`config.mk`:
```
export PLATFORM = sky130hd
export DESIGN_NAME = median_ewma_sample_filter_unit
export DESIGN_NICKNAME = d
export VERILOG_FILES = /design/src/rtl/mesf_pkg.sv /design/src/rtl/mesf_sorter.sv /design/src/rtl/median_ewma_sample_filter_unit.sv
export SDC_FILE = /design/constraint.sdc
export NUM_CORES = 1
export LEC_CHECK = 0
export BUFFER_PORTS_ARGS = -buffer_cell sky130_fd_sc_hd__buf_2
export CAP_MARGIN = 10
export CORE_ASPECT_RATIO = 1.1
export CORE_MARGIN = 2
export CORE_UTILIZATION = 55
export DETAILED_ROUTE_END_ITERATION = 8
export PLACE_DENSITY_LB_ADDON = 0.25
export SKIP_CTS_REPAIR_TIMING = 1
export SLEW_MARGIN = 30
export SYNTH_ARGS = -nofsm -noshare
export SYNTH_HDL_FRONTEND = slang
export SYNTH_HIERARCHICAL = 1
export SYNTH_SLANG_ARGS = --single-unit
export TNS_END_PERCENT = 5
```
`constraint.sdc`:
```
create_clock -name clk -period 9.6 [get_ports clk]
set_input_delay 1.44 -clock clk [delete_from_list [all_inputs] [get_ports clk]]
set_output_delay 1.44 -clock clk [all_outputs]
set_load 0.01 [all_outputs]
```
`src/rtl/mesf_pkg.sv`:
```
// ----------------------------------------------------------------------------
// mesf_pkg
// Shared widths and constants for the median / smoothing sample filter.
// ----------------------------------------------------------------------------
package mesf_pkg;

  // field widths
  localparam int SAMPLE_W = 16;
  localparam int RAW_W    = 15;
  localparam int CNT_W    = 4;

  // set size default and saturation limit of the sample counter
  localparam int                SAMPLES_DEF = 5;
  localparam logic [CNT_W-1:0]  CNT_MAX     = {CNT_W{1'b1}};

  // raw_max value after reset
  localparam logic [RAW_W-1:0]  RAW_MAX_RESET = 15'd4095;

  // smoothing: (7*old + new + 4) / 8
  localparam int                EWMA_SHIFT = 3;
  localparam int                EWMA_W     = RAW_W + EWMA_SHIFT + 1;
  localparam logic [EWMA_W-1:0] EWMA_ROUND = EWMA_W'(4);

endpackage

```
`src/rtl/mesf_sorter.sv`:
```
// ----------------------------------------------------------------------------
// mesf_sorter
// Sorted sample store with parallel compare-and-shift insertion; gives the
// middle entry as it stands after the current insertion.
// ----------------------------------------------------------------------------
module mesf_sorter #(
  parameter int SAMPLES = mesf_pkg::SAMPLES_DEF
) (
  input  logic                                 clk,
  input  logic                                 insert_en,
  input  logic        [mesf_pkg::CNT_W-1:0]    fill,
  input  logic signed [mesf_pkg::SAMPLE_W-1:0] sample_value,
  output logic signed [mesf_pkg::SAMPLE_W-1:0] median
);
  import mesf_pkg::*;

  localparam int MID = SAMPLES / 2;

  logic signed [SAMPLE_W-1:0] sorted      [SAMPLES];
  logic signed [SAMPLE_W-1:0] sorted_next [SAMPLES];
  logic        [SAMPLES-1:0]  gt;
  logic        [SAMPLES:0]    gt_below;

  // entries already filled that lie above the new sample
  always_comb begin
    for (int i = 0; i < SAMPLES; i++) begin
      gt[i] = (CNT_W'(i) < fill) && (sorted[i] > sample_value);
    end
  end

  assign gt_below = {gt, 1'b0};

  // shift larger entries up one place, drop the new sample into the gap
  always_comb begin
    for (int i = 0; i < SAMPLES; i++) begin
      if (CNT_W'(i) > fill) begin
        sorted_next[i] = sorted[i];
      end else if (gt_below[i]) begin
        sorted_next[i] = sorted[(i > 0) ? i - 1 : 0];
      end else if (gt[i] || (CNT_W'(i) == fill)) begin
        sorted_next[i] = sample_value;
      end else begin
        sorted_next[i] = sorted[i];
      end
    end
  end

  assign median = sorted_next[MID];

  // store update
  always_ff @(posedge clk) begin
    if (insert_en) begin
      for (int i = 0; i < SAMPLES; i++) begin
        sorted[i] <= sorted_next[i];
      end
    end
  end

endmodule

```
`src/rtl/median_ewma_sample_filter_unit.sv`:
```
// ----------------------------------------------------------------------------
// median_ewma_sample_filter_unit
// Median of each sample set followed by exponentially weighted smoothing.
// ----------------------------------------------------------------------------
// Samples go through an input register and are then inserted into the sorted
// store; the marked last sample of a set loads one result into the output
// register as it is inserted. One sample is taken per clock, limited by the
// compare-and-shift insert and the smoothing adder; unmarked samples still
// pass while a result waits; a marked last sample waits until it is taken.
// A set is accepted (ok=1) when it holds exactly SAMPLES samples, all in
// 0..raw_max; its median then seeds or updates the average as
// (7*old + median + 4)/8. A rejected set gives filtered=0, ok=0. The user
// must write raw_max through the cfg channel while idle; not enforced.
// ----------------------------------------------------------------------------
module median_ewma_sample_filter_unit #(
  parameter int SAMPLES = mesf_pkg::SAMPLES_DEF
) (
  input  logic                                 clk,
  input  logic                                 rst,
  // configuration
  input  logic                                 cfg_valid,
  output logic                                 cfg_ready,
  input  logic        [mesf_pkg::RAW_W-1:0]    cfg_data,
  // sample input
  input  logic                                 in_valid,
  output logic                                 in_ready,
  input  logic signed [mesf_pkg::SAMPLE_W-1:0] sample,
  input  logic                                 last_sample,
  input  logic                                 restart,
  // result output
  output logic                                 out_valid,
  input  logic                                 out_ready,
  output logic        [mesf_pkg::RAW_W-1:0]    filtered,
  output logic                                 ok
);
  import mesf_pkg::*;

  localparam logic [CNT_W-1:0] SET_SIZE = CNT_W'(SAMPLES);

  logic [RAW_W-1:0] raw_max;

  // input register
  logic                       s1_valid;
  logic signed [SAMPLE_W-1:0] s1_sample;
  logic                       s1_last;
  logic                       s1_restart;
  logic                       s1_fire;

  // filter state
  logic [CNT_W-1:0] sample_count;
  logic [CNT_W-1:0] sample_count_next;
  logic             set_bad;
  logic             set_bad_next;
  logic             seeded;
  logic [RAW_W-1:0] smoothed;
  logic [RAW_W-1:0] smoothed_next;

  logic                       insert_en;
  logic                       out_range;
  logic                       seeded_eff;
  logic                       accepted;
  logic signed [SAMPLE_W-1:0] median;
  logic [EWMA_W-1:0]          ewma_sum;

  // configuration register
  assign cfg_ready = 1'b1;

  always_ff @(posedge clk) begin
    if (rst) begin
      raw_max <= RAW_MAX_RESET;
    end else if (cfg_valid) begin
      raw_max <= cfg_data;
    end
  end

  // pipeline control: a sample with no result never waits on the output
  assign s1_fire  = s1_valid && (!s1_last || !out_valid || out_ready);
  assign in_ready = !s1_valid || s1_fire;

  always_ff @(posedge clk) begin
    if (rst) begin
      s1_valid <= 1'b0;
    end else if (in_ready) begin
      s1_valid <= in_valid;
    end
  end

  always_ff @(posedge clk) begin
    if (in_ready && in_valid) begin
      s1_sample  <= sample;
      s1_last    <= last_sample;
      s1_restart <= restart;
    end
  end

  // sorted store
  assign insert_en = s1_fire && (sample_count < SET_SIZE);

  mesf_sorter #(
    .SAMPLES (SAMPLES)
  ) u_sorter (
    .clk          (clk),
    .insert_en    (insert_en),
    .fill         (sample_count),
    .sample_value (s1_sample),
    .median       (median)
  );

  // set bookkeeping
  assign out_range = s1_sample[SAMPLE_W-1] || (s1_sample[RAW_W-1:0] > raw_max);

  always_comb begin
    set_bad_next      = set_bad || out_range || (sample_count >= SET_SIZE);
    sample_count_next = (sample_count == CNT_MAX) ? CNT_MAX : sample_count + 1'b1;
  end

  assign accepted   = !set_bad_next && (sample_count_next == SET_SIZE);
  assign seeded_eff = seeded && !s1_restart;

  // smoothing: 7*old = 8*old - old
  assign ewma_sum = ({1'b0, smoothed, {EWMA_SHIFT{1'b0}}} - EWMA_W'(smoothed))
                    + EWMA_W'(median[RAW_W-1:0]) + EWMA_ROUND;

  always_comb begin
    if (seeded_eff) begin
      smoothed_next = ewma_sum[EWMA_SHIFT +: RAW_W];
    end else begin
      smoothed_next = median[RAW_W-1:0];
    end
  end

  // state update
  always_ff @(posedge clk) begin
    if (rst) begin
      sample_count <= '0;
      set_bad      <= 1'b0;
      seeded       <= 1'b0;
      smoothed     <= '0;
    end else if (s1_fire) begin
      if (s1_last) begin
        sample_count <= '0;
        set_bad      <= 1'b0;
        if (accepted) begin
          smoothed <= smoothed_next;
          seeded   <= 1'b1;
        end else begin
          seeded   <= seeded_eff;
        end
      end else begin
        sample_count <= sample_count_next;
        set_bad      <= set_bad_next;
        seeded       <= seeded_eff;
      end
    end
  end

  // output register
  always_ff @(posedge clk) begin
    if (rst) begin
      out_valid <= 1'b0;
    end else if (s1_fire && s1_last) begin
      out_valid <= 1'b1;
    end else if (out_ready) begin
      out_valid <= 1'b0;
    end
  end

  always_ff @(posedge clk) begin
    if (s1_fire && s1_last) begin
      filtered <= accepted ? smoothed_next : '0;
      ok       <= accepted;
    end
  end

endmodule

```
# Word level (Yosys, flattened, before mapping)
# Memory sizes are Yosys's and may differ from the RTL's.
# Cells that the tools add are included.
# W data, S select, Z words.
[totals]
ff_bits = 72
ram_bits = 80
input_bits = 38
out_inout_bits = 19
elab_cells = 95
n_memories = 1
[memory_table]
columns = ["memory", "depth", "width", "read_ports", "rd_clocked_by_memory_dff", "write_ports", "line_no", "text"]
rows = [
  ["u_sorter.sorted", 5, 16, 5, 0, 5, "mesf_sorter.sv:19", "logic signed [SAMPLE_W-1:0] sorted [SAMPLES];"],
]
[op_classes]
add_sub_neg = 4
n_lt_le_gt_ge = 18
eq_ne = 6
n_mux = 24
n_reduce_logical = 30
[op_table]
columns = ["cell", "n"]
rows = [
  ["$mux W16", 14],
  ["$gt A16 B16 Y1", 5],
  ["$add A18 B15 Y18", 1],
  ["$add A18 B3 Y18 const B", 1],
  ["$sub A18 B15 Y18", 1],
  ["$gt A15 B15 Y1", 1],
  ["$mux W15", 1],
  ["$logic_and A1 B1 Y1", 11],
  ["$logic_or A1 B1 Y1", 11],
  ["$eq A2 B4 Y1 const A", 2],
  ["$gt A1 B4 Y1 const A", 2],
  ["$gt A2 B4 Y1 const A", 2],
  ["$lt A1 B4 Y1 const A", 2],
  ["$lt A2 B4 Y1 const A", 2],
  ["$mux W4", 2],
  ["$mux W1", 7],
  ["$logic_not A1 Y1", 5],
  ["$add A4 B1 Y4 const B", 1],
  ["$eq A1 B4 Y1 const A", 1],
  ["$eq A3 B4 Y1 const A", 1],
  ["$eq A4 B3 Y1 const B", 1],
  ["$eq A4 B4 Y1 const B", 1],
  ["$ge A4 B3 Y1 const B", 1],
  ["$gt A3 B4 Y1 const A", 1],
  ["5 further kinds", 5],
]

# Logic depth before layout (Yosys ltp)
# Gate-level depths: netlist of run 1.
# An unclocked memory read counts as a cell.
[logic_depth]
ltp_word = 10
mapped_depth = 22
mapped_depth_nobuf = 20

# By module
# The synthesis of run 1 kept the hierarchy.
[modules_own_cells]
columns = ["mod", "n_inst", "cells_each", "area_per_inst_um2", "seq_area_each_um2"]
rows = [
  ["median_ewma_sample_filter_unit", 1, 499, 4508.1, 1781.7],
  ["mesf_sorter", 1, 291, 3319.4, 1441.4],
]

# Worst setup path after synthesis of run 1
# Ideal clock, no wire load.
[synth_timing]
kind = "in2reg"
from = "input port out_ready"
to = "memory u_sorter.sorted[0][0] (enable)"
setup_time_ps = 414
arrival_time_ps = 4343
required_time_ps = 9186
setup_slack_ps = 4844
path_stages = 5
path_buffers = 0
cell_sequence = "nor2b_1 nand2_1 nand2_1 nor3_1 a21boi_0"
[synth_lines]
columns = ["item", "line_no", "text"]
rows = [
  ["start: declaration", "median_ewma_sample_filter_unit.sv:32", "input logic out_ready,"],
  ["end: declaration", "mesf_sorter.sv:19", ""],
]

# Worst setup path after layout of run 1
[layout_timing]
from = "register s1_sample[15]"
to = "register filtered[13] in the netlist's numbering (data pin)"
[layout_between]
elab_chain_cells = 9
word_cells_on_any_way = 16
classes_between = "2 x add/sub; 2 x order compare; 4 x mux; 8 x reduce/logical"
[layout_rtl]
columns = ["item", "line_no", "text"]
rows = [
  ["start: declaration", "median_ewma_sample_filter_unit.sv:44", "logic signed [SAMPLE_W-1:0] s1_sample;"],
  ["start signal: assignment", "median_ewma_sample_filter_unit.sv:90", "s1_sample <= sample;"],
  ["$gt A16 B16 Y1", "mesf_sorter.sv:27", "gt[i] = (CNT_W'(i) < fill) && (sorted[i] > sample_value);"],
  ["$logic_and A1 B1 Y1", "mesf_sorter.sv:27", ""],
  ["$logic_or A1 B1 Y1", "mesf_sorter.sv:40", "end else if (gt[i] || (CNT_W'(i) == fill)) begin"],
  ["$mux W16", "mesf_sorter.sv:40", ""],
  ["$mux W16 *", "mesf_sorter.sv:38", "end else if (gt_below[i]) begin"],
  ["$mux W16 *", "mesf_sorter.sv:36", "if (CNT_W'(i) > fill) begin"],
  ["via median[7]", "median_ewma_sample_filter_unit.sv:62", "logic signed [SAMPLE_W-1:0] median;"],
  ["$add A18 B15 Y18 *", "median_ewma_sample_filter_unit.sv:122", "+ EWMA_W'(median[RAW_W-1:0]) + EWMA_ROUND;"],
  ["$add A18 B3 Y18 *", "median_ewma_sample_filter_unit.sv:122", ""],
  ["$mux W15 *", "median_ewma_sample_filter_unit.sv:125", "if (seeded_eff) begin"],
  ["end signal: assignment", "median_ewma_sample_filter_unit.sv:170", "filtered <= accepted ? smoothed_next : '0;"],
  ["end: declaration", "median_ewma_sample_filter_unit.sv:33", "output logic [mesf_pkg::RAW_W-1:0] filtered,"],
]
# The timed path passes the listed nets; every way through them passes the cells marked *.
# A chain may end at the register's enable or synchronous reset.

==> results of run 1 <==
==> cells in the mapped netlist (all sizes together) (2+ instances only) <==
| master | number | share of area |
|---|---|---|
| nand2 | 62 | 0.030 |
| o41ai | 3 | 0.0043 |
| nand2b | 2 | 0.0016 |
| a31oi | 9 | 0.0072 |
| a22oi | 2 | 0.0019 |
| ha | 84 | 0.13 |
| fa | 12 | 0.031 |
| nor3 | 15 | 0.012 |
| clkbuf | 20 | 0.0096 |
| nand4 | 21 | 0.017 |
| a21oi | 50 | 0.032 |
| and4 | 4 | 0.0045 |
| or3 | 2 | 0.0016 |
| a211oi | 18 | 0.022 |
| o221ai | 16 | 0.025 |
| mux2i | 9 | 0.013 |
| a21o | 9 | 0.0086 |
| a21boi | 2 | 0.0019 |
| nand3 | 23 | 0.016 |
| o21a | 5 | 0.0048 |
| dfxtp | 38 | 0.097 |
| xor2 | 7 | 0.0078 |
| nor2 | 60 | 0.029 |
| o21bai | 4 | 0.0038 |
| o211ai | 14 | 0.013 |
| nor2b | 9 | 0.0072 |
| a221oi | 3 | 0.0034 |
| or2 | 4 | 0.0032 |
| and2 | 3 | 0.0024 |
| edfxtp | 82 | 0.31 |
| inv | 117 | 0.056 |
| buf | 13 | 0.012 |
| xnor2 | 7 | 0.0078 |
| mux2 | 16 | 0.023 |
| nor4 | 2 | 0.0035 |
| o21ai | 24 | 0.015 |
| a2111oi | 2 | 0.0030 |
==> worst max-delay path, stage by stage, from the launching register on <==
cell and delay [ns]:
edfxtp_1 0.43, inv_1 0.11, ha_1 0.38, nand4_1 0.19
o41ai_1 0.54, a311o_1 0.22, nand3_2 0.58, o221ai_2 0.63
inv_1 0.11, fa_1 0.49, inv_1 0.04, ha_1 0.42
a21oi_1 0.39, o21ai_0 0.18, a21oi_1 0.23, o21bai_1 0.19
a211oi_1 0.37, nor2_1 0.08
==> worst min path at each step <==
stage	from	end	slack (ns)	depth (start not counted)
2_1_floorplan	seeded$_SDFFE_PP0P_	seeded$_SDFFE_PP0P_	0.45	2
3_3_place_gp	seeded$_SDFFE_PP0P_	seeded$_SDFFE_PP0P_	0.46	2
3_5_place_dp	seeded$_SDFFE_PP0P_	seeded$_SDFFE_PP0P_	0.48	2
4_1_cts	seeded$_SDFFE_PP0P_	seeded$_SDFFE_PP0P_	0.50	2
5_1_grt	raw_max[7]$_SDFFE_PP1P_	raw_max[7]$_SDFFE_PP1P_	0.52	2
6_report	seeded$_SDFFE_PP0P_	seeded$_SDFFE_PP0P_	0.49	2
==> routing by layer <==
metal | global-route usage | part of all wire | vias up
li1 | - | - | 2908
met1 | 0.312 | 0.40 | 2960
met2 | 0.482 | 0.51 | 199
met3 | 0.0480 | 0.049 | 53
met4 | 0.147 | 0.039 | 0
met5 | 0 | 0 | -
==> sequential cells by signal, indices dropped and copies added (netlist names) <==
name and count:
s1_valid 1, s1_restart 1, s1_sample 16, out_valid 1
filtered 15, ok 1, raw_max 15, smoothed 15
set_bad 1, seeded 1, sample_count 4, s1_last 1
u_sorter/sorted 48
==> power by group through the flow <==
stage | sequential [mW] | combinational, mW | clock [mW]
after global placement | 0.598 | 0.170 | 0
after CTS | 0.588 | 0.179 | 0.624
after floorplan | 0.593 | 0.126 | 0
final | 0.588 | 0.180 | 0.614
after detailed placement | 0.599 | 0.177 | 0
after global routing | 0.590 | 0.202 | 0.645
==> layout make-up <==
class                      instances  area (µm²)  area share
inverter                         117         439      0.0498
clock inverter                    13         114      0.0129
sequential                       120        3220       0.366
tap                              188         235      0.0267
clock buffer                      19         453      0.0514
timing repair buffer              60         320      0.0363
multi-input combinational        520        4030       0.457
==> logic make-up after synthesis <==
group                    Yosys count  share of synthesized area
flip-flops                       120                      0.412
buffers and inverters            150                     0.0777
XOR/XNOR                          14                     0.0157
other                              1                   0.000479
multiplexers                      25                     0.0361
AO/OA/AOI/OAI                    173                      0.162
AND/OR/NAND/NOR                  211                      0.132
adder cells (fa/ha/maj)           96                      0.165
==> layout by cell type, fill, tap and decap left out, types with 17 or more instances in the layout <==
master     count
inv_1        116
ha_1          84
edfxtp_1      82
nand2_1       62
nor2_1        60
buf_2         55
a21oi_1       49
dfxtp_1       38
o21ai_0       21
nand4_1       21
nand3_1       21
clkbuf_16     17
==> metrics by stage <==
stage	setup WS, ns	hold slack, ns	cells	utilization
floorplan	4.84	0.445	790	-
detailed placement	3.75	0.483	1005	0.595
finish	3.72	0.494	1037	0.636
global placement	3.94	0.461	1004	0.593
global route	3.29	0.524	1037	0.636
CTS	3.74	0.495	1037	0.636
==> out/metrics.cfg, run 1 <==
[status]
outcome=finished clean

[placed_design]
dpl-instance-area_um2=8250
hpwl_um=14800
portBuffers=55
gp_congestion=0.938

[yosys]
syn_area_um2=7830
synth_seq_cells=120
syn_inst=790
yosysWarnings=6
synth_edf_count=82
synthArstFlopShare=0
synth-main-ff-cell=edfxtp_1
syn_nets=924
synth_seq_area_share=0.412
synth_cell_types=72
syn_avg_cell_area_um2=9.91

[clock_network]
root_buffer=clkbuf_16
cts.sinks=120
clk_pin_slew_ns=0.06
htree_levels=4
clockBufferDepth=2
insertion_delay_ns=0.43
numCtsBuffers=17
cts_tree=done

[power_and_ir_drop]
power.switching_mw=0.367
power_density_nw_per_um2=157
power.internal_mw=1.02
sequentialPowerShare=0.426
p_leak_nw=3.74
finalPower_mw=1.38
p_comb_frac=0.130
ir_drop_mv=0.112
clockPowerShare=0.444
switching_share=0.265

[drt]
dr.pass1.iters=5
route.detailed.drc=0
routed_wl_um=19700
postRouteAntennaNets=0
num_vias=6120
wl_per_cell_um=19.0
routed_via_density=5.90
drt_iter0_markers=445

[die]
fp.dieH_um=129
die_w_um=118
rows=45
core_region_area_um2=13900
dieArea_um2=15200
ios=57
start_util=0.565

[worst_setup_path]
crit_path_start_kind=flop
cp-endpoint=filtered[13]$_SDFFCE_PN0P_
worstSetupEndpointType=flop
timing.rr.start=s1_sample[15]$_DFFE_PP_
r2r-end=filtered[13]$_SDFFCE_PN0P_
path_max_fanout=32
reg2reg_depth=17
crit_arrival_ns=6.05
r2r_setup_slack_ns=3.72
critPathKind=flop to flop
worstSetupStartpoint=s1_sample[15]$_DFFE_PP_
cp.required_ns=9.77

[global_route]
gr-total-overflow=0
grt_pass1_wl_um=31500
grt_max_degree=33
antenna_found_initial=0
grt_pass1_vias=6267
grt.total_usage=0.270

[timing]
relSlewSlack=0.400
worst_pin_slew_ns=0.896
setup_viol=0
hold_violations=0
period_minus_slack_ns=5.88
timing.fmax_mhz=170
fin_skew_ns=0.00879
setup_tns_ns=0
maxSlewViolCount=0
rsz0062_at_grt=false
min_period_over_period=0.612

[finish]
drive_above_1_share=0.164
antenna_cells=0
finish.instance_area_um2=8810
fin_nets=970
fillers=1143
syn2layout_area_growth_pct=12.6

[worst_hold_path]
hold_class=flop to flop

[job]
cap_viol_max_count=0

(Power assumes the default switching activity.)
==> run 2, diff against run 1 <==
==> constraint.sdc (replaced) <==
create_clock -name clk -period 5.26 [get_ports clk]
set_input_delay 0.789 -clock clk [delete_from_list [all_inputs] [get_ports clk]]
set_output_delay 0.789 -clock clk [all_outputs]
set_load 0.01 [all_outputs]
==> run 2 against run 1 <==
  * Register-to-register slack worse by 3.5 ns
  * Highest routed layer unchanged
  * Clock power grew 100%
  * Sequential power up 82%
  * Cell area up 4.0%
  * Largest power group unchanged
  * Utilization rose by 2.6 points
  * Clock-buffer cell count increased by 1
  * Final cell count grew 3.0%
  * Hold slack got worse by 0.0087 ns
  * Setup slack got worse by 3.5 ns
==> out/metrics.cfg, run 2 (synthesized netlist as in run 1, its figures left out) <==
[global_route]
grt_pass1_wl_um=32700  ; +3.7%
grt_max_degree=32  ; -3.0%
antenna_found_initial=0  ; unchanged
gr-total-overflow=0  ; unchanged
grt_pass1_vias=6278  ; +0.18%
grt.total_usage=0.279  ; +0.00850

[finish]
largest-register=u_sorter/sorted
top_regs=u_sorter/sorted (48), s1_sample (16)
drive_above_1_share=0.203  ; +0.0397
syn2layout_area_growth_pct=17.1
antenna_cells=0  ; unchanged
largest_reg_flops=48  ; unchanged
fin_nets=1001  ; +3.2%
final_cell_mix=inv_1 (115), ha_1 (84), edfxtp_1 (82)
mostFrequentLayoutCell=inv_1
finish.instance_area_um2=9170  ; +4.0%
fin_util=0.662  ; +0.0256

[clock_network]
clockBufferDepth=2  ; unchanged
numCtsBuffers=17  ; unchanged
insertion_delay_ns=0.42  ; about the same
cts.sinks=120  ; unchanged
cts_tree=done
root_buffer=clkbuf_16
clk_pin_slew_ns=0.06  ; about the same
htree_levels=4  ; unchanged

[timing]
hold_violations=0  ; unchanged
min_period_over_period=0.958  ; +0.346
relSlewSlack=0.438  ; +0.0382
timing.fmax_mhz=198  ; +17%
rsz0062_at_grt=true
fin_skew_ns=0.00859  ; -0.000203 ns
period_minus_slack_ns=5.04  ; -0.840 ns
worst_pin_slew_ns=0.839  ; -0.0571 ns
setup_viol=0  ; unchanged
whs_ns=0.485  ; -0.00875 ns
layout_setup_ws_ns=0.221  ; -3.50 ns
maxSlewViolCount=0  ; unchanged

[placed_design]
dpl-instance-area_um2=8440  ; +2.4%
dp_slack_ns=0.0804  ; -3.67 ns
hpwl_um=15700  ; +5.8%
gp_congestion=0.948  ; +1.0%
portBuffers=55  ; unchanged

[die]
die_w_um=118  ; unchanged
ios=57  ; unchanged
dieArea_um2=15200  ; unchanged
core_region_area_um2=13900  ; unchanged
start_util=0.565  ; unchanged
rows=45  ; unchanged
fp.dieH_um=129  ; unchanged

[worst_setup_path]
r2r-end=filtered[14]$_SDFFCE_PN0P_
path_max_fanout=31  ; -3.1%
crit_arrival_ns=5.20  ; -0.85 ns
worstSetupEndpointType=flop
reg2reg_depth=21  ; +4
crit_path_start_kind=flop
r2r_setup_slack_ns=0.22  ; -3.50 ns
critPathKind=flop to flop
cp-endpoint=filtered[14]$_SDFFCE_PN0P_
timing.rr.start=s1_sample[15]$_DFFE_PP_
cp.required_ns=5.42  ; -4.35 ns
worstSetupStartpoint=s1_sample[15]$_DFFE_PP_

[drt]
route.detailed.drc=0  ; unchanged
highest-signal-layer=met4
routed_via_density=5.87  ; -0.52%
met1_length_um=8210  ; +4.1%
routed_wl_um=20500  ; +4.0%
wl_met3_um=832  ; -14%
postRouteAntennaNets=0  ; unchanged
wl_per_cell_um=19.2  ; +0.97%
dr.pass1.iters=5  ; unchanged
drt_iter0_markers=399  ; -10%
wl_met2_um=10400  ; +3.0%
num_vias=6270  ; +2.5%

[power_and_ir_drop]
p_leak_nw=3.91  ; +4.8%
power_density_nw_per_um2=290  ; +85%
ir_drop_mv=0.218  ; +94%
finalPower_mw=2.66  ; +93%

[worst_hold_path]
hold_class=flop to flop

[job]
cap_viol_max_count=0  ; unchanged

[status]
outcome=finished clean

==> run 2: cell type report <==
cell class	count	area, µm²
multi-input combinational	520	4080
timing repair buffer	91	566
sequential	120	3220
fill	1145	4680
inverter	117	439
tap	188	235
clock inverter	12	173
clock buffer	20	447
==> run 2: metal layers <==
| layer | GRT usage | up-vias |
|---|---|---|
| li1 | - | 2985 |
| met1 | 0.315 | 3035 |
| met2 | 0.514 | 190 |
| met3 | 0.0379 | 60 |
| met4 | 0.151 | 0 |
| met5 | 0 | - |
==> run 2: worst min-delay path by stage <==
stage | end | slack [ns] | start | cells past startpoint
CTS | raw_max[0]$_SDFFE_PP1P_ | 0.49 | raw_max[0]$_SDFFE_PP1P_ | 2
global placement | seeded$_SDFFE_PP0P_ | 0.46 | seeded$_SDFFE_PP0P_ | 2
finish | raw_max[0]$_SDFFE_PP1P_ | 0.49 | raw_max[0]$_SDFFE_PP1P_ | 2
floorplan | seeded$_SDFFE_PP0P_ | 0.45 | seeded$_SDFFE_PP0P_ | 2
global route | raw_max[0]$_SDFFE_PP1P_ | 0.50 | raw_max[0]$_SDFFE_PP1P_ | 2
detailed placement | raw_max[0]$_SDFFE_PP1P_ | 0.47 | raw_max[0]$_SDFFE_PP1P_ | 2
==> run 2: report_power, final <==
part | switching, mW | internal, mW
Clock | 0.429 | 0.803
Combinational | 0.212 | 0.147
Sequential | 0.0233 | 1.05
==> run 2: worst max-delay path, cell delays in order (launching register included) <==
cell,delay [ns]
edfxtp_1,0.42
inv_1,0.11
ha_1,0.35
nand4_1,0.18
or4_1,0.51
nand2_1,0.10
a21oi_1,0.07
mux2i_4,0.19
buf_12,0.22
nand2_1,0.10
o221ai_2,0.24
inv_1,0.13
fa_1,0.49
inv_1,0.05
ha_1,0.32
buf_4,0.15
and4_1,0.23
nand3_1,0.13
or2_0,0.25
a21oi_2,0.22
mux2i_1,0.27
nor2_1,0.06
==> run 2: metrics by stage <==
step | cells | TNS, ns
detailed placement | 1031 | 0
floorplan | 790 | 0
global route | 1068 | -0.0639
finish | 1068 | 0
CTS | 1063 | 0
global placement | 1030 | 0
